<file path="src/hdl/deq_pkg.sv">
// shared types and constants for the double-ended queue
package deq_pkg;

    localparam int DEPTH   = 16;
    localparam int PTR_W   = (DEPTH > 1) ? $clog2(DEPTH) : 1;
    localparam int CNT_W   = $clog2(DEPTH + 1);
    localparam int WORD_W  = 32;
    localparam int COUNT_W = 5;
    localparam int OUT_W   = 104;

    typedef enum logic [1:0] {
        OP_PUSH_FRONT = 2'd0,
        OP_PUSH_REAR  = 2'd1,
        OP_POP_FRONT  = 2'd2,
        OP_POP_REAR   = 2'd3
    } op_t;

    typedef enum logic [1:0] {
        ERR_OK    = 2'd0,
        ERR_EMPTY = 2'd1,
        ERR_FULL  = 2'd2
    } err_t;

    typedef enum logic [1:0] {
        RD_POP   = 2'd0,
        RD_FRONT = 2'd1,
        RD_REAR  = 2'd2
    } rd_sel_t;

    typedef enum logic [2:0] {
        ST_IDLE  = 3'd0,
        ST_EXEC  = 3'd1,
        ST_FRONT = 3'd2,
        ST_REAR  = 3'd3,
        ST_LAST  = 3'd4,
        ST_OUT   = 3'd5
    } state_t;

    typedef struct packed {
        logic    load;
        logic    exec;
        logic    cap_pop;
        logic    cap_front;
        logic    cap_rear;
        rd_sel_t rd_sel;
    } deq_cmd_t;

endpackage

</file>
<file path="src/hdl/deq_ram.sv">
// generic single-write, single-read ram with registered read data
module deq_ram #(
    parameter int WIDTH = 32,
    parameter int DEPTH = 16
) (
    input  logic                                    clk,
    input  logic                                    we,
    input  logic [((DEPTH > 1) ? $clog2(DEPTH) : 1)-1:0] waddr,
    input  logic [WIDTH-1:0]                        wdata,
    input  logic [((DEPTH > 1) ? $clog2(DEPTH) : 1)-1:0] raddr,
    output logic [WIDTH-1:0]                        rdata
);

    logic [WIDTH-1:0] mem_reg [DEPTH];
    logic [WIDTH-1:0] rdata_reg;

    always_ff @(posedge clk)
    begin
        if (we)
        begin
            mem_reg[waddr] <= wdata;
        end
        rdata_reg <= mem_reg[raddr];
    end

    assign rdata = rdata_reg;

endmodule

</file>
<file path="src/hdl/deq_ctrl.sv">
// sequencing state machine for the double-ended queue
module deq_ctrl (
    input  logic              clk,
    input  logic              rst_n,
    input  logic              in_valid,
    output logic              in_ready,
    output logic              out_valid,
    input  logic              out_ready,
    output deq_pkg::deq_cmd_t cmd
);

    import deq_pkg::*;

    state_t state_reg;
    state_t state_next;

    always_ff @(posedge clk or negedge rst_n)
    begin
        if (!rst_n)
        begin
            state_reg <= ST_IDLE;
        end
        else
        begin
            state_reg <= state_next;
        end
    end

    always_comb
    begin
        state_next    = state_reg;
        in_ready      = 1'b0;
        out_valid     = 1'b0;
        cmd.load      = 1'b0;
        cmd.exec      = 1'b0;
        cmd.cap_pop   = 1'b0;
        cmd.cap_front = 1'b0;
        cmd.cap_rear  = 1'b0;
        cmd.rd_sel    = RD_POP;
        unique case (state_reg)
            ST_IDLE:
            begin
                in_ready = 1'b1;
                if (in_valid)
                begin
                    cmd.load   = 1'b1;
                    state_next = ST_EXEC;
                end
            end
            ST_EXEC:
            begin
                cmd.exec   = 1'b1;
                cmd.rd_sel = RD_POP;
                state_next = ST_FRONT;
            end
            ST_FRONT:
            begin
                cmd.cap_pop = 1'b1;
                cmd.rd_sel  = RD_FRONT;
                state_next  = ST_REAR;
            end
            ST_REAR:
            begin
                cmd.cap_front = 1'b1;
                cmd.rd_sel    = RD_REAR;
                state_next    = ST_LAST;
            end
            ST_LAST:
            begin
                cmd.cap_rear = 1'b1;
                state_next   = ST_OUT;
            end
            ST_OUT:
            begin
                out_valid = 1'b1;
                if (out_ready)
                begin
                    state_next = ST_IDLE;
                end
            end
            default:
            begin
                state_next = ST_IDLE;
            end
        endcase
    end

endmodule

</file>
<file path="src/hdl/deq_dpath.sv">
// pointers, count, store and result registers of the double-ended queue
module deq_dpath (
    input  logic                                 clk,
    input  logic                                 rst_n,
    input  deq_pkg::deq_cmd_t                    cmd,
    input  deq_pkg::op_t                         op_in,
    input  logic signed [deq_pkg::WORD_W-1:0]    data_in,
    output logic signed [deq_pkg::WORD_W-1:0]    data_out,
    output deq_pkg::err_t                        error,
    output logic signed [deq_pkg::WORD_W-1:0]    front_word,
    output logic signed [deq_pkg::WORD_W-1:0]    rear_word,
    output logic [deq_pkg::COUNT_W-1:0]          count,
    output logic                                 is_empty
);

    import deq_pkg::*;

    op_t                op_reg;
    logic [WORD_W-1:0]  din_reg;
    logic [PTR_W-1:0]   head_reg, head_next;
    logic [PTR_W-1:0]   tail_reg, tail_next;
    logic [CNT_W-1:0]   cnt_reg, cnt_next;
    err_t               err_reg, err_next;
    logic               pop_ok_reg, pop_ok_next;
    logic [WORD_W-1:0]  dout_reg;
    logic [WORD_W-1:0]  front_reg;
    logic [WORD_W-1:0]  rear_reg;

    logic               we;
    logic [PTR_W-1:0]   waddr;
    logic [PTR_W-1:0]   raddr;
    logic [WORD_W-1:0]  rd_data;
    logic [PTR_W-1:0]   head_dec;
    logic [PTR_W-1:0]   head_inc;
    logic [PTR_W-1:0]   tail_dec;
    logic [PTR_W-1:0]   tail_inc;
    logic               full;
    logic               empty;

    assign head_dec = (head_reg == '0) ? PTR_W'(DEPTH - 1) : head_reg - 1'b1;
    assign head_inc = (head_reg == PTR_W'(DEPTH - 1)) ? '0 : head_reg + 1'b1;
    assign tail_dec = (tail_reg == '0) ? PTR_W'(DEPTH - 1) : tail_reg - 1'b1;
    assign tail_inc = (tail_reg == PTR_W'(DEPTH - 1)) ? '0 : tail_reg + 1'b1;
    assign full     = (cnt_reg == CNT_W'(DEPTH));
    assign empty    = (cnt_reg == '0);

    // request execution: pointer and count update, store write
    always_comb
    begin
        head_next   = head_reg;
        tail_next   = tail_reg;
        cnt_next    = cnt_reg;
        err_next    = err_reg;
        pop_ok_next = pop_ok_reg;
        we          = 1'b0;
        waddr       = tail_reg;
        if (cmd.exec)
        begin
            err_next    = ERR_OK;
            pop_ok_next = 1'b0;
            case (op_reg)
                OP_PUSH_FRONT:
                begin
                    if (full)
                    begin
                        err_next = ERR_FULL;
                    end
                    else
                    begin
                        head_next = head_dec;
                        waddr     = head_dec;
                        we        = 1'b1;
                        cnt_next  = cnt_reg + 1'b1;
                    end
                end
                OP_PUSH_REAR:
                begin
                    if (full)
                    begin
                        err_next = ERR_FULL;
                    end
                    else
                    begin
                        waddr     = tail_reg;
                        we        = 1'b1;
                        tail_next = tail_inc;
                        cnt_next  = cnt_reg + 1'b1;
                    end
                end
                OP_POP_FRONT:
                begin
                    if (empty)
                    begin
                        err_next = ERR_EMPTY;
                    end
                    else
                    begin
                        pop_ok_next = 1'b1;
                        head_next   = head_inc;
                        cnt_next    = cnt_reg - 1'b1;
                    end
                end
                default:
                begin
                    if (empty)
                    begin
                        err_next = ERR_EMPTY;
                    end
                    else
                    begin
                        pop_ok_next = 1'b1;
                        tail_next   = tail_dec;
                        cnt_next    = cnt_reg - 1'b1;
                    end
                end
            endcase
        end
    end

    always_comb
    begin
        unique case (cmd.rd_sel)
            RD_POP:   raddr = (op_reg == OP_POP_FRONT) ? head_reg : tail_dec;
            RD_FRONT: raddr = head_reg;
            RD_REAR:  raddr = tail_dec;
            default:  raddr = head_reg;
        endcase
    end

    deq_ram #(
        .WIDTH (WORD_W),
        .DEPTH (DEPTH)
    ) u_store (
        .clk   (clk),
        .we    (we),
        .waddr (waddr),
        .wdata (din_reg),
        .raddr (raddr),
        .rdata (rd_data)
    );

    always_ff @(posedge clk or negedge rst_n)
    begin
        if (!rst_n)
        begin
            head_reg <= '0;
            tail_reg <= '0;
            cnt_reg  <= '0;
        end
        else
        begin
            head_reg <= head_next;
            tail_reg <= tail_next;
            cnt_reg  <= cnt_next;
        end
    end

    always_ff @(posedge clk)
    begin
        err_reg    <= err_next;
        pop_ok_reg <= pop_ok_next;
        if (cmd.load)
        begin
            op_reg  <= op_in;
            din_reg <= data_in;
        end
        if (cmd.cap_pop)
        begin
            dout_reg <= pop_ok_reg ? rd_data : '0;
        end
        if (cmd.cap_front)
        begin
            front_reg <= empty ? '0 : rd_data;
        end
        if (cmd.cap_rear)
        begin
            rear_reg <= empty ? '0 : rd_data;
        end
    end

    assign data_out   = dout_reg;
    assign error      = err_reg;
    assign front_word = front_reg;
    assign rear_word  = rear_reg;
    assign count      = COUNT_W'(cnt_reg);
    assign is_empty   = empty;

endmodule

</file>
<file path="src/hdl/double_ended_queue.sv">
// top level of the double-ended queue
// A double-ended queue of 16 signed 32-bit words held in a ring store. Each
// request pushes at the front or rear or pops from the front or rear, and
// gives one result with the popped word, an error code and the front word,
// rear word, count and empty flag after the request. The controller steps
// through EXEC, FRONT, REAR and LAST before the result is valid: the store
// has one read port, so the popped word, the new front and the new rear are
// read in turn. A new request is accepted in the cycle after the result is
// taken, not before. No clearing pass follows reset.
module double_ended_queue (
    input  logic                        clk,
    input  logic                        rst_n,
    input  logic                        s_axis_tvalid,
    output logic                        s_axis_tready,
    input  logic [deq_pkg::WORD_W-1:0]  s_axis_tdata,   // data_in
    input  logic [1:0]                  s_axis_tuser,   // op
    output logic                        m_axis_tvalid,
    input  logic                        m_axis_tready,
    output logic [deq_pkg::OUT_W-1:0]   m_axis_tdata    // data_out, error, front_word,
                                                        // rear_word, count, is_empty
);

    import deq_pkg::*;

    deq_cmd_t                  cmd;
    logic signed [WORD_W-1:0]  data_out;
    err_t                      error;
    logic signed [WORD_W-1:0]  front_word;
    logic signed [WORD_W-1:0]  rear_word;
    logic [COUNT_W-1:0]        count;
    logic                      is_empty;

    deq_ctrl u_ctrl (
        .clk       (clk),
        .rst_n     (rst_n),
        .in_valid  (s_axis_tvalid),
        .in_ready  (s_axis_tready),
        .out_valid (m_axis_tvalid),
        .out_ready (m_axis_tready),
        .cmd       (cmd)
    );

    deq_dpath u_dpath (
        .clk        (clk),
        .rst_n      (rst_n),
        .cmd        (cmd),
        .op_in      (op_t'(s_axis_tuser)),
        .data_in    (s_axis_tdata),
        .data_out   (data_out),
        .error      (error),
        .front_word (front_word),
        .rear_word  (rear_word),
        .count      (count),
        .is_empty   (is_empty)
    );

    assign m_axis_tdata = {is_empty, count, rear_word, front_word, error, data_out};

endmodule
</file>
<file path="config.mk">
export PLATFORM = sky130hd
export DESIGN_NAME = double_ended_queue
export DESIGN_NICKNAME = d
export VERILOG_FILES = /design/src/hdl/deq_pkg.sv /design/src/hdl/deq_ram.sv /design/src/hdl/deq_ctrl.sv /design/src/hdl/deq_dpath.sv /design/src/hdl/double_ended_queue.sv
export SDC_FILE = /design/constraint.sdc
export NUM_CORES = 1
export LEC_CHECK = 0
export BUFFER_PORTS_ARGS = -buffer_cell sky130_fd_sc_hd__buf_2
export CELL_PAD_IN_SITES_DETAIL_PLACEMENT = 0
export CELL_PAD_IN_SITES_GLOBAL_PLACEMENT = 1
export CORE_UTILIZATION = 53
export DETAILED_ROUTE_END_ITERATION = 8
export PLACE_DENSITY = 0.85
export SLEW_MARGIN = 10
export SYNTH_ARGS = -nofsm -noshare
export SYNTH_HDL_FRONTEND = slang
export SYNTH_HIERARCHICAL = 1
export SYNTH_SLANG_ARGS = --single-unit
</file>
<file path="constraint.sdc">
create_clock -name clk -period 7.37 [get_ports clk]
set_input_delay 0.737 -clock clk [delete_from_list [all_inputs] [get_ports clk]]
set_output_delay 0.737 -clock clk [all_outputs]
set_load 0.05 [all_outputs]
</file>
# Word-level counts from Yosys, hierarchy flattened
# Memories as Yosys holds them, arrays and structs flattened. A register that Yosys moved wholly into a read port is not among the register bits.
# Cells that the tools add are included.
# word_totals
latchBits	0
reg_bits	149
elab_cells	91
out_inout_bits	106
inputBits	38
rom_bits	0
ram_bits	512
memories	1
# classes
mul	0
n_lt_le_gt_ge	0
n_bitwise	1
add_sub_neg	6
muxes	40
shifts	0
eq_ne	19
div	0
reduce_logical	13
# mem_list
name	depth	width	read_ports	rd_ports_with_merged_regs	write_ports	line	source
u_dpath.u_store.mem_reg	16	32	1	1	1	deq_ram.sv:14	logic [WIDTH-1:0] mem_reg [DEPTH];
# op_table
op	n
2-to-1 mux 4 bit	12
2-to-1 mux 32 bit	1
one-hot mux 4 bit (2 select lines)	3
one-hot mux 3 bit (6 select lines)	1
!= test 2 bit (second input constant)	8
2-to-1 mux 1 bit	15
2-to-1 mux 5 bit	3
adder 4 x 1 -> 4 bit (second input constant)	2
equality test 4 bit (second input constant)	2
zero test 4 bit	2
AND reduction 4 bit	2
subtractor 4 x 1 -> 4 bit (second input constant)	2
equality test 3 x 2 -> 1 bit (second input constant)	2
equality test 3 bit (second input constant)	2
2-to-1 mux 3 bit	2
adder 5 x 1 -> 5 bit (second input constant)	1
equality test 5 bit (second input constant)	1
zero test 5 bit	1
subtractor 5 x 1 -> 5 bit (second input constant)	1
equality test 2 bit (second input constant)	2
zero test 2 bit	2
2-to-1 mux 2 bit	2
one-hot mux 2 bit (2 select lines)	1
OR reduction 2 bit	2
other kinds (7)	7

# Depth between registers and ports, before layout
# Gate-level depths: netlist of the first run.
# depth
ltp_word	6
depth_mapped	11

# By module
# The synthesis of the first run kept the hierarchy.
# modules_own_cells
module	seq_area_each_um2	area_per_inst_um2	cells_per_inst	n_inst
deq_ram	16015.4	19835.3	838	1
deq_dpath	4319.1	5559.1	326	1
deq_ctrl	75.1	224.0	23	1
double_ended_queue	0.0	7.5	1	1

# Worst setup path before layout of the first run
# Ideal clock, no wire load.
# synth_timing
kind	flip-flop to flip-flop
start	register u_ctrl.state_reg[2]
end	memory u_dpath.u_store.mem_reg[0][0], enable pin
path_slack_ns	1.970
synth_period_minus_slack_ns	5.400
path_stages_with_launch	8
setup_time_ns	0.461
arrival_ns	4.939
cell_sequence	dfrtp_1 buf_6 nor3b_1 inv_1 a2111oi_4 mux2_2 or3b_2 nor3_1
# synth_rtl
item	line	source
from (decl)	deq_ctrl.sv:14	state_t state_reg;
from (signal assigned)	deq_ctrl.sv:25	state_reg <= state_next;
to (decl)	deq_ram.sv:14	

==> impl_table.tex, run 1 <==
\begin{tabular}{lr}
\hline
Metric & Value \\
\hline
\multicolumn{2}{l}{\textbf{Outcome}} \\
Status & complete, no violations \\
\multicolumn{2}{l}{\textbf{Finish}} \\
Number of nets in the final layout & 1,415 \\
Area overhead of the layout relative to synthesis & 14.8\% \\
FF/Latch Area & around 0.02 sq mm \\
Max reg flops & roughly 510 \\
Total area of multi-input combinational cells & 0.00504 sq mm \\
Number of fill cells & 3,172 \\
Finished Layout Cells & slightly above 2k \\
Share of final-layout standard cells stronger than drive strength 1 & 0.308 \\
\multicolumn{2}{l}{\textbf{Logic synthesis}} \\
EDFF count, synth & 645 \\
Cell count after synthesis & 1,188 \\
Synth warnings & 6 \\
Number of synthesized register bits & 693 \\
Net count after synthesis & 1,234 \\
Primary FF master, synth & edfxtp\_1 \\
Unique masters post-synth & between 50 and 60 \\
Portion of the post-synthesis area used by sequential elements & 0.796 \\
Post-Syn Area & $\sim$0.026 sq mm \\
Syn Area/Cell & approximately 22 sq um \\
Fraction of synthesis flops using an asynchronous set or reset pin & 0.0231 \\
\multicolumn{2}{l}{\textbf{Drt}} \\
Number of remaining DRC errors & 0 \\
Average wire per standard cell & 25.9 microns \\
Via count normalized by instance count & approximately 6 \\
ANT nets after route & 0 \\
Number of optimization iterations in the first detailed-route pass & 5 \\
Routed Wire Length & 52.8 mm \\
Iteration-0 DRC count of the detailed router & 1,434 \\
Routed via count & 12.2k \\
\multicolumn{2}{l}{\textbf{GRT}} \\
Vias in the first global route & 12.3k \\
GRT overflow & 0 \\
Global Route Usage Sum & 0.217 \\
Largest net degree at the start of global routing & 82 \\
First-pass GRT wire length & about 78 mm \\
Number of antenna violations at the first check in global routing & 2 \\
\multicolumn{2}{l}{\textbf{Clocking}} \\
CTS Root Cell & clkbuf\_16 \\
Clock slew at reported path FFs & 0.06 ns \\
Longest Clk Path Bufs & 3 \\
Total clock buffers created by CTS & 66 \\
CTS tree & done \\
Clock net sink count & 693 \\
Post-cts hold buffer count & 0 \\
Post-CTS Repair Setup Buffers & 0 \\
CTS resizes & 0 \\
Clock latency of the later-clocked register in the worst-skew pair & $\sim$0.6 ns \\
CTS H-tree lvls & 3 \\
\multicolumn{2}{l}{\textbf{Setup path}} \\
Cell family contributing the most delay on the critical path & simple AND/OR/NAND/NOR gates \\
Crit-path max cell delay & between 0.6 and 0.7 ns \\
Series of cell instances along the critical path & nor3b\_1 -> buf\_4 -> inv\_1 -> a2111oi\_4 -> nor2\_1 -> a31oi\_1 -> nand2b\_1 -> nor2\_4 -> buf\_4 \\
Critical path start-end classification & flip-flop to flip-flop \\
Kind of start point of the critical path & flip-flop \\
Kind of end point of the critical path & flip-flop \\
Flop2flop setup slack & 3.15 ns \\
Cell type of the slowest stage on the worst timing path & a31oi\_1 \\
Crit path required time & 7.61 ns \\
Maximum fanout along the worst path & 21 \\
Most numerous cell on the critical path & buf\_4 \\
Arrival time worst endpoint & 4.46 ns \\
Sum of buffers and inverters on the critical path & 3 \\
\multicolumn{2}{l}{\textbf{Power}} \\
Cell Pwr Density & between 400 and 500 mW/mm\^{}2 \\
Static leakage power & 9.80 nW \\
Total Power Consumption & 0.0134 W \\
Worst VDD drop & about 0.52 mV \\
\multicolumn{2}{l}{\textbf{Timing}} \\
Unrepaired setup endpoints after global routing & false \\
Highest achievable clock rate & 237 MHz \\
Fin crit share & 0.573 \\
Setup Total Neg Slack & 0 ns \\
Min Tclk post-route & 4.22 ns \\
Slew Limit Headroom & 0.226 \\
Total of endpoints with negative setup slack in the final report & 0 \\
Endpoints failing hold & 0 \\
Maximum clock skew at final layout & 0.0258 ns \\
Worst slew pin tran & 1.15 ns \\
Final-report max-slew violation count & 0 \\
\multicolumn{2}{l}{\textbf{Die}} \\
Number of I/O pins & 144 \\
Area of the core & 0.0477 sq mm \\
Row count & 80 \\
Die width & 222 microns \\
Die Ht & 222 microns \\
Starting utilization of the core area & 0.537 \\
Total Die Area & 0.0492 sq mm \\
\multicolumn{2}{l}{\textbf{Hold path}} \\
Hold WC Path Type & primary input to asynchronous set/reset pin \\
\multicolumn{2}{l}{\textbf{Place}} \\
RD Place Congestion & 0.768 \\
PortBufs & 143 \\
HPWL reported at the end of detailed placement & 28.2 mm \\
Number of placed cells counting well taps & 1,916 \\
\multicolumn{2}{l}{\textbf{Flow run}} \\
Number of max-capacitance violations reported & 0 \\
\hline
\end{tabular}
[placed cells by master (no fill, tap or decap), types with 3 or more instances in the layout]
master     synthesis  final
a21oi_1            8      8
a22oi_1           64     64
a31oi_1            4      4
and2_1            35     34
and2b_1            4      4
and3b_1            3      3
buf_2              8    143
buf_4             12     29
bufinv_16          0      6
clkbuf_1          27     20
clkbuf_16          0     69
clkbuf_8           0      8
clkinv_1           0      4
clkinv_2           0      8
dfrtp_1           16     16
dfxtp_1           32     32
edfxtp_1         645    645
ha_1               7      7
inv_1              9      9
mux2_2             6      5
mux2i_1            5      4
mux4_2           128    128
nand2_1           36     36
nand2b_1           6      6
nand3_1            4      4
nor2_1            24     11
nor2_4             1     13
nor2b_1           33     31
nor3_1             8      3
nor3_2             1      6
o21ai_0            7      7
xnor2_1            7      7
xor2_1             5      5
[cell families after synthesis]
group	synth area share
compound gates	0.0286
xor+xnor	0.00410
fa+ha+maj	0.00420
buf+inv	0.0128
flops	0.796
mux	0.118
simple gates	0.0362
[stage by stage]
stage          hold slack, ns  instance area [sq um]  setup WS (ns)  utilization
2_1_floorplan           0.441                  25600           1.97            -
3_3_place_gp            0.508                  27200           3.26        0.570
3_5_place_dp            0.514                  27200           3.19        0.570
4_1_cts                0.0583                  29400           3.12        0.616
5_1_grt                0.0902                  29400           2.89        0.616
6_report               0.0708                  29400           3.15        0.616
[synth_stat cells, drive strengths merged, types with 6 or more instances]
cell    instances  share of area
a21oi           8         0.0016
a22oi          64          0.019
and2           35         0.0085
buf            32         0.0074
clkbuf         27         0.0040
dfrtp          16          0.016
dfxtp          32          0.025
edfxtp        645           0.76
ha              7         0.0034
inv            10         0.0015
mux2            7         0.0032
mux4          128           0.11
nand2          36         0.0053
nand2b          6         0.0015
nor2           26         0.0042
nor2b          33         0.0081
nor3            9         0.0020
o21ai           8         0.0020
xnor2           7         0.0024
[layout make-up]
type | count | share of cell area
clock buffers | 97 | 0.0650
diodes | 1 | 0.0000851
flip-flops and latches | 693 | 0.694
inverters | 10 | 0.00128
clock inverters | 24 | 0.0106
multi-input cells | 426 | 0.171
well taps | 615 | 0.0262
repair buffers | 172 | 0.0317
[routing by layer]
metal | part of all wire | wire (microns) | global-route usage
met3 | 0.081 | 4270 | 0.0359
met4 | 0.024 | 1290 | 0.0724
met2 | 0.49 | 25800 | 0.352
met5 | 0.00021 | 11 | 0
met1 | 0.41 | 21400 | 0.305
[worst reg2reg max path, stage by stage (launching register included)]
cell and delay [ns]:
dfrtp_1 0.54, nor3b_1 0.26, buf_4 0.20, inv_1 0.08, a2111oi_4 0.49, nor2_1 0.08
a31oi_1 0.66, nand2b_1 0.42, nor2_4 0.63, buf_4 0.50
[worst paths after layout]
kind	cells past startpoint	endpoint	start
max	9	u_dpath/u_store/mem_reg[5][1]	u_ctrl/state_reg[0]
min in group clk	1	u_dpath/din_reg[19]	s_axis_tdata[19]
max in group asynchronous	1	u_dpath/count[0]	rst_n
min reg2reg	1	u_dpath/data_out[1]	u_dpath/u_store/rdata[1]
min	1	u_ctrl/state_reg[1]	rst_n
max reg2reg	9	u_dpath/u_store/mem_reg[5][1]	u_ctrl/state_reg[0]
[power breakdown]
group	total [W]	leakage (nW)	internal [W]	switching, W
logic	0.00455	2.41	0.00184	0.00271
registers	0.00537	6.30	0.00499	0.000386
clock network	0.00344	1.09	0.00203	0.00141
Power figures use the tool's default switching activity.
==> run 2: changes to the inputs <==
- ABC_AREA: not set -> 1
- CORE_UTILIZATION: 53 -> 44
- PLACE_DENSITY: 0.85 -> 0.82
- clock period: 7.37 -> 3.5 ns (I/O delays scaled with it)
==> run 2 against run 1 <==
Compared with the run above: design area up 13%; critical endpoint is now u_dpath/u_store/rdata[9]; sequential power increased by 110%; global-route usage decreased by 1.8 points; non-clock buffer count increased by 59; clock-buffer cell count down 2; synthesized cell count grew 120%; first-iteration DRC count grew 0.14%; combinational power grew to 2.9 times the previous value.
==> impl_table.tex, run 2 <==
\begin{tabular}{lr}
\hline
Metric & Value \\
\hline
\multicolumn{2}{l}{\textbf{Outcome}} \\
Status & complete, no violations \\
\multicolumn{2}{l}{\textbf{Finish}} \\
FF/Latch Area & 0.0204 sq mm \\
Total area of multi-input combinational cells & between 0.005 and 0.006 sq mm \\
Share of the core filled with cells & 0.515 \\
Post-layout instance area & between 0.03 and 0.04 sq mm \\
Most frequent standard cell in the layout excluding fill and tap cells & nand2\_1 \\
Area overhead of the layout relative to synthesis & 15.5\% \\
Ant. Diodes & 0 \\
Number of fill cells & 5,495 \\
Commonest cells after routing, fill and taps aside & nand2\_1 (820), edfxtp\_1 (645), inv\_1 (476) \\
Number of nets in the final layout & 2,846 \\
Share of final-layout standard cells stronger than drive strength 1 & 0.126 \\
Max reg flops & 512 \\
\multicolumn{2}{l}{\textbf{Place}} \\
DP Worst Slack & 0.607 ns \\
RD Place Congestion & between 0.8 and 0.9 \\
Post-Place Cell Area & 0.0306 sq mm \\
HPWL reported at the end of detailed placement & between 30 and 40 mm \\
PortBufs & 143 \\
\multicolumn{2}{l}{\textbf{Drt}} \\
Routed via count & between 15k and 20k \\
Iteration-0 DRC count of the detailed router & between 1k and 1.5k \\
Number of optimization iterations in the first detailed-route pass & 5 \\
Routed Wire Length & about 65 mm \\
ANT nets after route & 0 \\
Average wire per standard cell & 17.6 microns \\
Via count normalized by instance count & 4.95 \\
Number of remaining DRC errors & 0 \\
\multicolumn{2}{l}{\textbf{Power}} \\
Static leakage power & 14.4 nW \\
Worst VDD drop & 1.45 mV \\
Cell Pwr Density & 957 mW/mm\^{}2 \\
\multicolumn{2}{l}{\textbf{Timing}} \\
Highest achievable clock rate & 338 MHz \\
Tightest hold margin & 0.0737 ns \\
Worst Setup Slack, final & 0.545 ns \\
Worst slew pin tran & around 1.1 ns \\
Maximum clock skew at final layout & 0.0214 ns \\
Unrepaired setup endpoints after global routing & false \\
Endpoints failing hold & 0 \\
Setup Total Neg Slack & 0 ns \\
Fin crit share & 0.844 \\
Total of endpoints with negative setup slack in the final report & 0 \\
Slew Limit Headroom & 0.239 \\
Min Tclk post-route & 2.96 ns \\
Final-report max-slew violation count & 0 \\
\multicolumn{2}{l}{\textbf{Clocking}} \\
CTS resizes & 0 \\
CTS Root Cell & clkbuf\_16 \\
CTS H-tree lvls & 3 \\
Total clock buffers created by CTS & just over 70 \\
Clock net sink count & 693 \\
CTS tree & done \\
Clock slew at reported path FFs & 0.06 ns \\
Longest Clk Path Bufs & 3 \\
Clock latency of the later-clocked register in the worst-skew pair & 0.62 ns \\
\multicolumn{2}{l}{\textbf{Flow run}} \\
Number of max-capacitance violations reported & 0 \\
\multicolumn{2}{l}{\textbf{Logic synthesis}} \\
Fraction of synthesis flops using an asynchronous set or reset pin & 0.0231 \\
Synth top cells by count & nand2\_1 (820), edfxtp\_1 (645), inv\_1 (477) \\
Cell type with the highest aggregate area in the netlist & edfxtp\_1 \\
Synth warnings & 6 \\
Portion of the post-synthesis area used by sequential elements & 0.709 \\
Cell types with the largest area share after synthesis & edfxtp\_1 (67\%), nand2\_1 (11\%), nand3\_1 (6.9\%) \\
Syn Area/Cell & 11.0 sq um \\
Fraction of post-synthesis cell area in the top cell type by area & 0.673 \\
EDFF count, synth & 645 \\
Post-Syn Area & around 0.029 sq mm \\
Most common cell in the synthesized netlist & nand2\_1 \\
Primary FF master, synth & edfxtp\_1 \\
Number of synthesized register bits & approximately 700 \\
Cell count after synthesis & 2,611 \\
Net count after synthesis & 2,657 \\
Unique masters post-synth & 38 \\
\multicolumn{2}{l}{\textbf{Die}} \\
Row count & 93 \\
Die Ht & 258 microns \\
Number of I/O pins & about 140 \\
Total Die Area & about 0.066 sq mm \\
Starting utilization of the core area & 0.446 \\
Die width & 258 microns \\
Area of the core & 0.0646 sq mm \\
\multicolumn{2}{l}{\textbf{GRT}} \\
First-pass GRT wire length & 101 mm \\
GRT overflow & 0 \\
Vias in the first global route & 17.9k \\
Number of antenna violations at the first check in global routing & 0 \\
Largest net degree at the start of global routing & 136 \\
Global Route Usage Sum & 0.199 \\
\multicolumn{2}{l}{\textbf{Setup path}} \\
Crit-path max cell delay & 0.48 ns \\
Arrival time worst endpoint & 3.50 ns \\
Kind of start point of the critical path & flip-flop \\
Critical path start-end classification & flip-flop to flip-flop \\
Maximum fanout along the worst path & 75 \\
Most numerous cell on the critical path & nand2\_1 \\
Series of cell instances along the critical path & inv\_1 -> nand2\_1 -> nor2\_4 -> o21bai\_4 -> nor2\_1 -> a21oi\_4 -> inv\_6 -> buf\_4 -> nand2\_1 -> nand2\_1 -> nand2\_1 -> nand3\_1 -> nand3\_1 -> nand2\_1 \\
Cell type of the slowest stage on the worst timing path & dfrtp\_1 \\
Crit path required time & 4.05 ns \\
Kind of end point of the critical path & flip-flop \\
\multicolumn{2}{l}{\textbf{Hold path}} \\
Hold WC Path Type & primary input to flip-flop \\
\hline
\end{tabular}
[run 2: cell type report]
| class | count | area share |
|---|---|---|
| Inverter | 485 | 0.0550 |
| Tap cell | 855 | 0.0322 |
| Clock inverter | 36 | 0.00835 |
| Clock buffer | 95 | 0.0608 |
| Timing Repair Buffer | 231 | 0.0501 |
| Sequential cell | 693 | 0.614 |
| Multi-Input combinational cell | 1317 | 0.180 |
[run 2: what timing repair did]
| action | CTS | global route |
|---|---|---|
| setup endpoints to repair | 0 | 0 |
| hold endpoints to repair | 51 | 0 |
| buffers inserted | 0 | 0 |
| hold buffers | 36 | 0 |
[run 2: kinds of logic (layout without fill, tap and decap cells)]
family / after synthesis / count (layout) / share of synthesized area
XOR/XNOR: 7 / 7 / 0.00213
flip-flops: 693 / 693 / 0.709
AND/OR/NAND/NOR: 1282 / 1282 / 0.191
adder cells (fa/ha/maj): 8 / 8 / 0.00374
buffers and inverters: 601 / 847 / 0.0900
AO/OA/AOI/OAI: 19 / 19 / 0.00417
multiplexers: 1 / 1 / 0.000348
[run 2: layer usage]
layer,wire length (microns),vias up,GRT usage
met2,31100,636,0.331
li1,-,8813,-
met1,27900,8810,0.265
met4,1710,0,0.0726
met5,0,-,0
met3,4470,112,0.0307
[run 2: path summary, 6_finish.rpt]
check | from | to | slack (ns) | cells after the start
worst min register to register | u_dpath/u_store/rdata[27] | u_dpath/data_out[27] | 0.51 | 2
min in group asynchronous | rst_n | u_ctrl/state_reg[2] | 0.20 | 2
max in group asynchronous | rst_n | u_dpath/count[4] | 3.00 | 2
worst max-delay path | u_ctrl/state_reg[0] | u_dpath/u_store/rdata[9] | 0.54 | 14
worst min-delay path | m_axis_tready | u_ctrl/state_reg[0] | 0.07 | 4
worst max register to register | u_ctrl/state_reg[0] | u_dpath/u_store/rdata[9] | 0.54 | 14
[run 2: metrics by stage]
stage | cells | total power [W]
floorplan | 2611 | 0.0209
detailed placement | 3545 | 0.0246
CTS | 3712 | 0.0320
finish | 3712 | 0.0318
global route | 3712 | 0.0337
global placement | 3545 | 0.0243
[run 2: worst max-delay path, delay by kind of cell, from the launching register on]
| family | cells | cell delay, ns |
|---|---|---|
| AO/OA/AOI/OAI | 2 | 0.33 |
| buffers and inverters | 3 | 1.06 |
| AND/OR/NAND/NOR | 9 | 0.92 |
| flip-flops | 1 | 0.48 |
[run 2: power by group]
group          internal (W)  total [W]  leakage [nW]  switching [W]
Combinational       0.00368     0.0130          6.91        0.00934
Clock               0.00430    0.00738          1.14        0.00308
Sequential           0.0105     0.0114          6.31       0.000876
